File: config.mk
export PLATFORM = sky130hd
export DESIGN_NAME = descending_insertion_sort_records
export DESIGN_NICKNAME = d
export VERILOG_FILES = /design/src/hw/rtl/dis_pkg.sv /design/src/hw/rtl/descending_insertion_sort_records.sv
export SDC_FILE = /design/constraint.sdc
export NUM_CORES = 1
export LEC_CHECK = 0
export ABC_CLOCK_PERIOD_IN_PS = 3100
export BUFFER_PORTS_ARGS = -buffer_cell sky130_fd_sc_hd__buf_2
export CAP_MARGIN = 0
export CORE_UTILIZATION = 56
export CTS_CLUSTER_DIAMETER = 30
export DETAILED_ROUTE_END_ITERATION = 6
export GPL_TIMING_DRIVEN = 0
export HOLD_SLACK_MARGIN = 0.1
export PLACE_DENSITY = 0.84
export SYNTH_ARGS = -nofsm -noshare
export SYNTH_HDL_FRONTEND = slang
export SYNTH_SLANG_ARGS = --single-unit
export TNS_END_PERCENT = 100
File: constraint.sdc
create_clock -name clk -period 3.1 [get_ports clk]
set_input_delay 0 -clock clk [delete_from_list [all_inputs] [get_ports clk]]
set_output_delay 0 -clock clk [all_outputs]
set_load 0.05 [all_outputs]
File: src/hw/rtl/dis_pkg.sv
package dis_pkg;

  // capacity of the record store
  localparam int MAX_ENTRIES = 16;

  // field widths
  localparam int KEY_W   = 16;
  localparam int TAG_W   = 8;
  localparam int ENTRY_W = KEY_W + TAG_W;

  // stream data width, padded up to whole bytes
  localparam int TDATA_W = ((ENTRY_W + 7) / 8) * 8;

  // store addressing and fill count
  localparam int ADDR_W = $clog2(MAX_ENTRIES);
  localparam int CNT_W  = $clog2(MAX_ENTRIES + 1);

  // sequencer states
  typedef enum logic [2:0] {
    ST_IDLE,
    ST_SCAN,
    ST_CMP,
    ST_ERD,
    ST_EOUT
  } state_t;

endpackage

File: src/hw/rtl/descending_insertion_sort_records.sv
// Stable descending insertion sort of tagged records.
// Input channel in_*: one record per item, key and tag in in_tdata, in_tlast
// marks the last record of a set. Output channel out_*: on a set end, every
// stored record is sent in descending key order, the final one with
// out_tlast high; out_tuser is high on all items of a run in which records
// were dropped because the store was full.
// Records sit in one single-port-write, registered-read memory. An insertion
// walks from the end of the table toward its head, one read and one write
// per step; each stored record that moves takes one such step.
// Emission reads one record per step; a full output register stalls the
// walk until out_tready takes its item.
// The output register decouples the two sides: a new input item can be
// accepted while the last record of a run still waits on out_tready.
// Reset (rst_n low, synchronous) empties the store and clears the drop flag
// and out_tvalid; the memory itself is not cleared.
module descending_insertion_sort_records (
  input  logic                        clk,
  input  logic                        rst_n,
  // in_tdata: temperature [15:0], record_tag [23:16]
  input  logic [dis_pkg::TDATA_W-1:0] in_tdata,
  input  logic                        in_tlast,
  input  logic                        in_tvalid,
  output logic                        in_tready,
  // out_tdata: sorted_temperature [15:0], sorted_tag [23:16]
  output logic [dis_pkg::TDATA_W-1:0] out_tdata,
  output logic                        out_tlast,
  // out_tuser: overflow [0]
  output logic                        out_tuser,
  output logic                        out_tvalid,
  input  logic                        out_tready
);
  import dis_pkg::*;

  // record store
  logic [ENTRY_W-1:0] mem [MAX_ENTRIES];

  // sequencer and datapath registers
  state_t             state_r, state_nxt;
  logic [KEY_W-1:0]   key_r, key_nxt;
  logic [TAG_W-1:0]   tag_r, tag_nxt;
  logic               last_r, last_nxt;
  logic [ADDR_W-1:0]  pos_r, pos_nxt;
  logic [ADDR_W-1:0]  idx_r, idx_nxt;
  logic [CNT_W-1:0]   count_r, count_nxt;
  logic               drop_r, drop_nxt;
  logic [ENTRY_W-1:0] rd_data_r;
  logic [ENTRY_W-1:0] out_data_r, out_data_nxt;
  logic               out_last_r, out_last_nxt;
  logic               out_ovf_r, out_ovf_nxt;
  logic               out_valid_r, out_valid_nxt;

  // memory port controls
  logic               wr_en;
  logic [ADDR_W-1:0]  wr_addr;
  logic [ENTRY_W-1:0] wr_data;
  logic               rd_en;
  logic [ADDR_W-1:0]  rd_addr;

  // shared conditions
  logic in_acc;
  logic full;
  logic shift;
  logic out_free;
  logic idx_final;

  assign in_tready = (state_r == ST_IDLE);
  assign in_acc    = in_tvalid && in_tready;
  assign full      = (count_r == CNT_W'(MAX_ENTRIES));
  assign shift     = $signed(rd_data_r[KEY_W-1:0]) < $signed(key_r);
  assign out_free  = !out_valid_r || out_tready;
  assign idx_final = ({1'b0, idx_r} + CNT_W'(1)) == count_r;

  // next state
  always_comb begin
    state_nxt = state_r;
    case (state_r)
      ST_IDLE: begin
        if (in_acc) begin
          if (!full) begin
            state_nxt = ST_SCAN;
          end else if (in_tlast) begin
            state_nxt = ST_ERD;
          end
        end
      end
      ST_SCAN: begin
        if (pos_r == '0) begin
          state_nxt = last_r ? ST_ERD : ST_IDLE;
        end else begin
          state_nxt = ST_CMP;
        end
      end
      ST_CMP: begin
        if (shift) begin
          state_nxt = ST_SCAN;
        end else begin
          state_nxt = last_r ? ST_ERD : ST_IDLE;
        end
      end
      ST_ERD: begin
        state_nxt = ST_EOUT;
      end
      ST_EOUT: begin
        if (out_free) begin
          state_nxt = idx_final ? ST_IDLE : ST_ERD;
        end
      end
      default: begin
        state_nxt = ST_IDLE;
      end
    endcase
  end

  // datapath controls
  always_comb begin
    key_nxt       = key_r;
    tag_nxt       = tag_r;
    last_nxt      = last_r;
    pos_nxt       = pos_r;
    idx_nxt       = idx_r;
    count_nxt     = count_r;
    drop_nxt      = drop_r;
    out_data_nxt  = out_data_r;
    out_last_nxt  = out_last_r;
    out_ovf_nxt   = out_ovf_r;
    out_valid_nxt = out_valid_r && !out_tready;
    wr_en         = 1'b0;
    wr_addr       = pos_r;
    wr_data       = {tag_r, key_r};
    rd_en         = 1'b0;
    rd_addr       = pos_r - ADDR_W'(1);
    case (state_r)
      ST_IDLE: begin
        idx_nxt = '0;
        if (in_acc) begin
          key_nxt  = in_tdata[KEY_W-1:0];
          tag_nxt  = in_tdata[ENTRY_W-1:KEY_W];
          last_nxt = in_tlast;
          if (full) begin
            drop_nxt = 1'b1;
          end else begin
            pos_nxt = count_r[ADDR_W-1:0];
          end
        end
      end
      ST_SCAN: begin
        if (pos_r == '0) begin
          // reached the head: place the new record
          wr_en     = 1'b1;
          count_nxt = count_r + CNT_W'(1);
        end else begin
          rd_en = 1'b1;
        end
      end
      ST_CMP: begin
        if (shift) begin
          // smaller key moves one place toward the end
          wr_en   = 1'b1;
          wr_data = rd_data_r;
          pos_nxt = pos_r - ADDR_W'(1);
        end else begin
          wr_en     = 1'b1;
          count_nxt = count_r + CNT_W'(1);
        end
      end
      ST_ERD: begin
        rd_en   = 1'b1;
        rd_addr = idx_r;
      end
      ST_EOUT: begin
        if (out_free) begin
          out_data_nxt  = rd_data_r;
          out_last_nxt  = idx_final;
          out_ovf_nxt   = drop_r;
          out_valid_nxt = 1'b1;
          if (idx_final) begin
            count_nxt = '0;
            drop_nxt  = 1'b0;
          end else begin
            idx_nxt = idx_r + ADDR_W'(1);
          end
        end
      end
      default: begin
      end
    endcase
  end

  // control registers
  always_ff @(posedge clk) begin
    if (!rst_n) begin
      state_r     <= ST_IDLE;
      count_r     <= '0;
      drop_r      <= 1'b0;
      out_valid_r <= 1'b0;
    end else begin
      state_r     <= state_nxt;
      count_r     <= count_nxt;
      drop_r      <= drop_nxt;
      out_valid_r <= out_valid_nxt;
    end
  end

  // payload registers
  always_ff @(posedge clk) begin
    key_r      <= key_nxt;
    tag_r      <= tag_nxt;
    last_r     <= last_nxt;
    pos_r      <= pos_nxt;
    idx_r      <= idx_nxt;
    out_data_r <= out_data_nxt;
    out_last_r <= out_last_nxt;
    out_ovf_r  <= out_ovf_nxt;
  end

  // memory write port
  always_ff @(posedge clk) begin
    if (wr_en) begin
      mem[wr_addr] <= wr_data;
    end
  end

  // memory read port, data held until the next read
  always_ff @(posedge clk) begin
    if (rd_en) begin
      rd_data_r <= mem[rd_addr];
    end
  end

  // output channel
  assign out_tdata  = TDATA_W'(out_data_r);
  assign out_tlast  = out_last_r;
  assign out_tuser  = out_ovf_r;
  assign out_tvalid = out_valid_r;

endmodule

==> impl_metrics.tcl <==
set metrics [dict create \
    finalClockSkew_ns 0.0454 \
    synth_area_per_cell_um2 19.9 \
    diodes 0 \
    hold_depth 2 \
    synthCells 948 \
    fin_ws_ns -0.128 \
    ir_worst_vdd_mv 0.458 \
    period_needed_ns 3.23 \
    cts_buffers 81 \
    clock-sinks 477 \
    drv_slew 0 \
    yosys-mux-area-fraction 0.134 \
    slew_headroom 0.253 \
    first_iter_violations 1445 \
    rsz0062_at_grt "yes" \
    leakage_uw 0.00802 \
    yosysWarnings 0 \
    vias 11000 \
    endpoint_kind "flip-flop" \
    layout_common_cells "edfxtp_1, mux4_2, clkbuf_16" \
    numPortBuffers 56 \
    ys_ff_latch 477 \
    clk_path_buf_depth 3 \
    crit_path_start_kind "flip-flop" \
    viasPerCell 6.68 \
    pre_cts_ws_ns -1.26 \
    synth_fa_ha_area_frac 0.0153 \
    worstHoldPathType "input port to flip-flop" \
    cts.reportedPaths.clkPinSlew_ns 0.06 \
    grt_max_degree 29 \
    r2r_cells 11 \
    ys_async_sr_fraction 0 \
    postPlaceCellArea_um2 19700 \
    num-nets-final 1196 \
    area_delta_synth_final_pct 25.0 \
    power.density_nw_per_um2 875 \
    clock_latency_ns 0.61 \
    syn-num-nets 1000 \
    finalSetupViolations 316 \
    dp.final_hpwl_um 24500 \
    cp.required_ns 3.41 \
    routedWlPerCell_um 32.0 \
    cts_max_level 3 \
    drv_cap 0 \
    netlist_area_um2 18800 \
    fp.dieArea_um2 34400 \
    grt_pass1_wl_um 75000 \
    synthXorXnorAreaFrac 0.00372 \
    antenna_found_initial 1 \
    ios 57 \
    placementRows 66 \
    antenna_left 0 \
    layout_commonest_cell "edfxtp_1" \
    synth_top_family_by_area "multiplexers" \
    tightest_slew_ns 1.12 \
    crit_fanout 16 \
    grtUsageTotal 0.315 \
    hold_viol 0 \
    synth-compound-area-share 0.0374 \
    gp_congestion 0.803 \
    placedCellCount 1450 \
    grt_pass1_vias 11500 \
    root_buffer "clkbuf_16" \
    rrSetupSlack_ns -0.13 \
    synth-simple-area-share 0.0383 \
    final_area_um2 23500 \
    cp_data_arrival_time_ns 3.53 \
    instances_no_fill 1653 \
    synth_edf_count 467 \
    drt_wl_total_um 52800 \
    synth_cell_types 50 \
    drc 0 \
    cts_tree "built" \
    initial_core_util 0.574 \
    synth_ff_type "edfxtp_1" \
    min_period_over_period 1.04 \
    drive_gt1_frac 0.342 \
    worstSetupPathType "flip-flop to flip-flop" \
    status "finished with violations" \
    holdWs_ns 0.106 \
    ys_seq_area_frac 0.756 \
    core_area_um2 32800 \
    failed_checks "negative setup slack" \
    first_pass_iters 5 \
    die-width_um 185 \
    grt_overflow 0 \
    clock.fmax_mhz 310 \
    die_h_um 185 \
]
[registers in the layout, summed over array words and instances, names as in the netlist]
register,flops
mem,384
out_tlast,1
tag_r,8
out_tuser,1
pos_r,4
drop_r,1
out_tdata,24
out_tvalid,1
key_r,16
idx_r,4
state_r,3
count_r,5
rd_data_r,24
last_r,1
[cell type report]
class / count / area (um2)
Buffer: 43 / 320
Clock buffer: 88 / 2110
Clock inverter: 62 / 679
Fill cell: 1733 / 9260
Inverter: 21 / 81.3
Multi-Input combinational cell: 415 / 4760
Sequential cell: 477 / 14200
Tap cell: 442 / 553
Timing Repair Buffer: 105 / 801
[routing by layer]
| layer | routed length [um] | up-vias | track usage |
|---|---|---|---|
| met2 | 25600 | 1023 | 0.508 |
| met4 | 3140 | 0 | 0.174 |
| li1 | - | 4299 | - |
| met1 | 17700 | 5496 | 0.385 |
| met5 | 0 | - | 0 |
| met3 | 6430 | 221 | 0.0906 |
[worst max-delay path, cell delays in order, from the launching register on]
cell      delay [ns]
edfxtp_1        0.51
ha_1            0.35
a21oi_4         0.28
o21ai_4         0.11
a211o_1         0.28
o22ai_4         0.24
mux2i_4         0.30
buf_12          0.16
buf_4           0.13
clkbuf_8        0.18
nand2_1         0.14
o21ai_4         0.23
[cells in the mapped netlist (9+ instances only)]
master    number  area, um2
a211oi_1      27        203
nand2_1       28        105
o21ai_0       23        115
inv_1         21       78.8
nor2_1        27        101
edfxtp_1     467      14000
nor2b_1       27        169
dfxtp_1       10        200
mux4_2        96       2160
and2_1        14       87.6
buf_2         15       75.1
ha_1          23        288
mux2i_1       25        250
clkbuf_1      19       71.3
a21oi_1       38        190
mux2_2         9        101
[per-stage QoR]
step           setup TNS, ns   util  total power [uW]
2_1_floorplan              0      -              9950
3_3_place_gp         -430.85  0.600             10700
3_5_place_dp         -382.05  0.602             10900
4_1_cts               -0.330  0.713             20200
5_1_grt               -29.45  0.718             21000
6_report              -16.66  0.718             20600
[where the power goes]
group          internal [uW]  switching [uW]
clock                   5880            3270
sequential              7580             162
combinational           1500            2200
[worst paths after layout]
| check | start | end |
|---|---|---|
| worst min-delay path | in_tdata[9] | key_r[9] |
| worst max-delay path | rd_data_r[12] | mem[9][2] |
| worst min register to register | rd_data_r[23] | out_tdata[23] |
| worst max register to register | rd_data_r[12] | mem[9][2] |
[cells by family after synthesis]
logic type	after synthesis
compound gates	111
xor+xnor	8
fa+ha+maj	23
buf+inv	64
flops	477
mux	131
simple gates	134
[what timing repair did]
item	4_1_cts	5_1_grt
hold buffers	29	0
pin swaps	1	6
hold endpoints to repair	35	0
setup endpoints to repair	520	722
buffers inserted	9	6
cloned	9	0
gates resized for setup	90	32
Note: power is estimated with default switching activity, not from simulation.
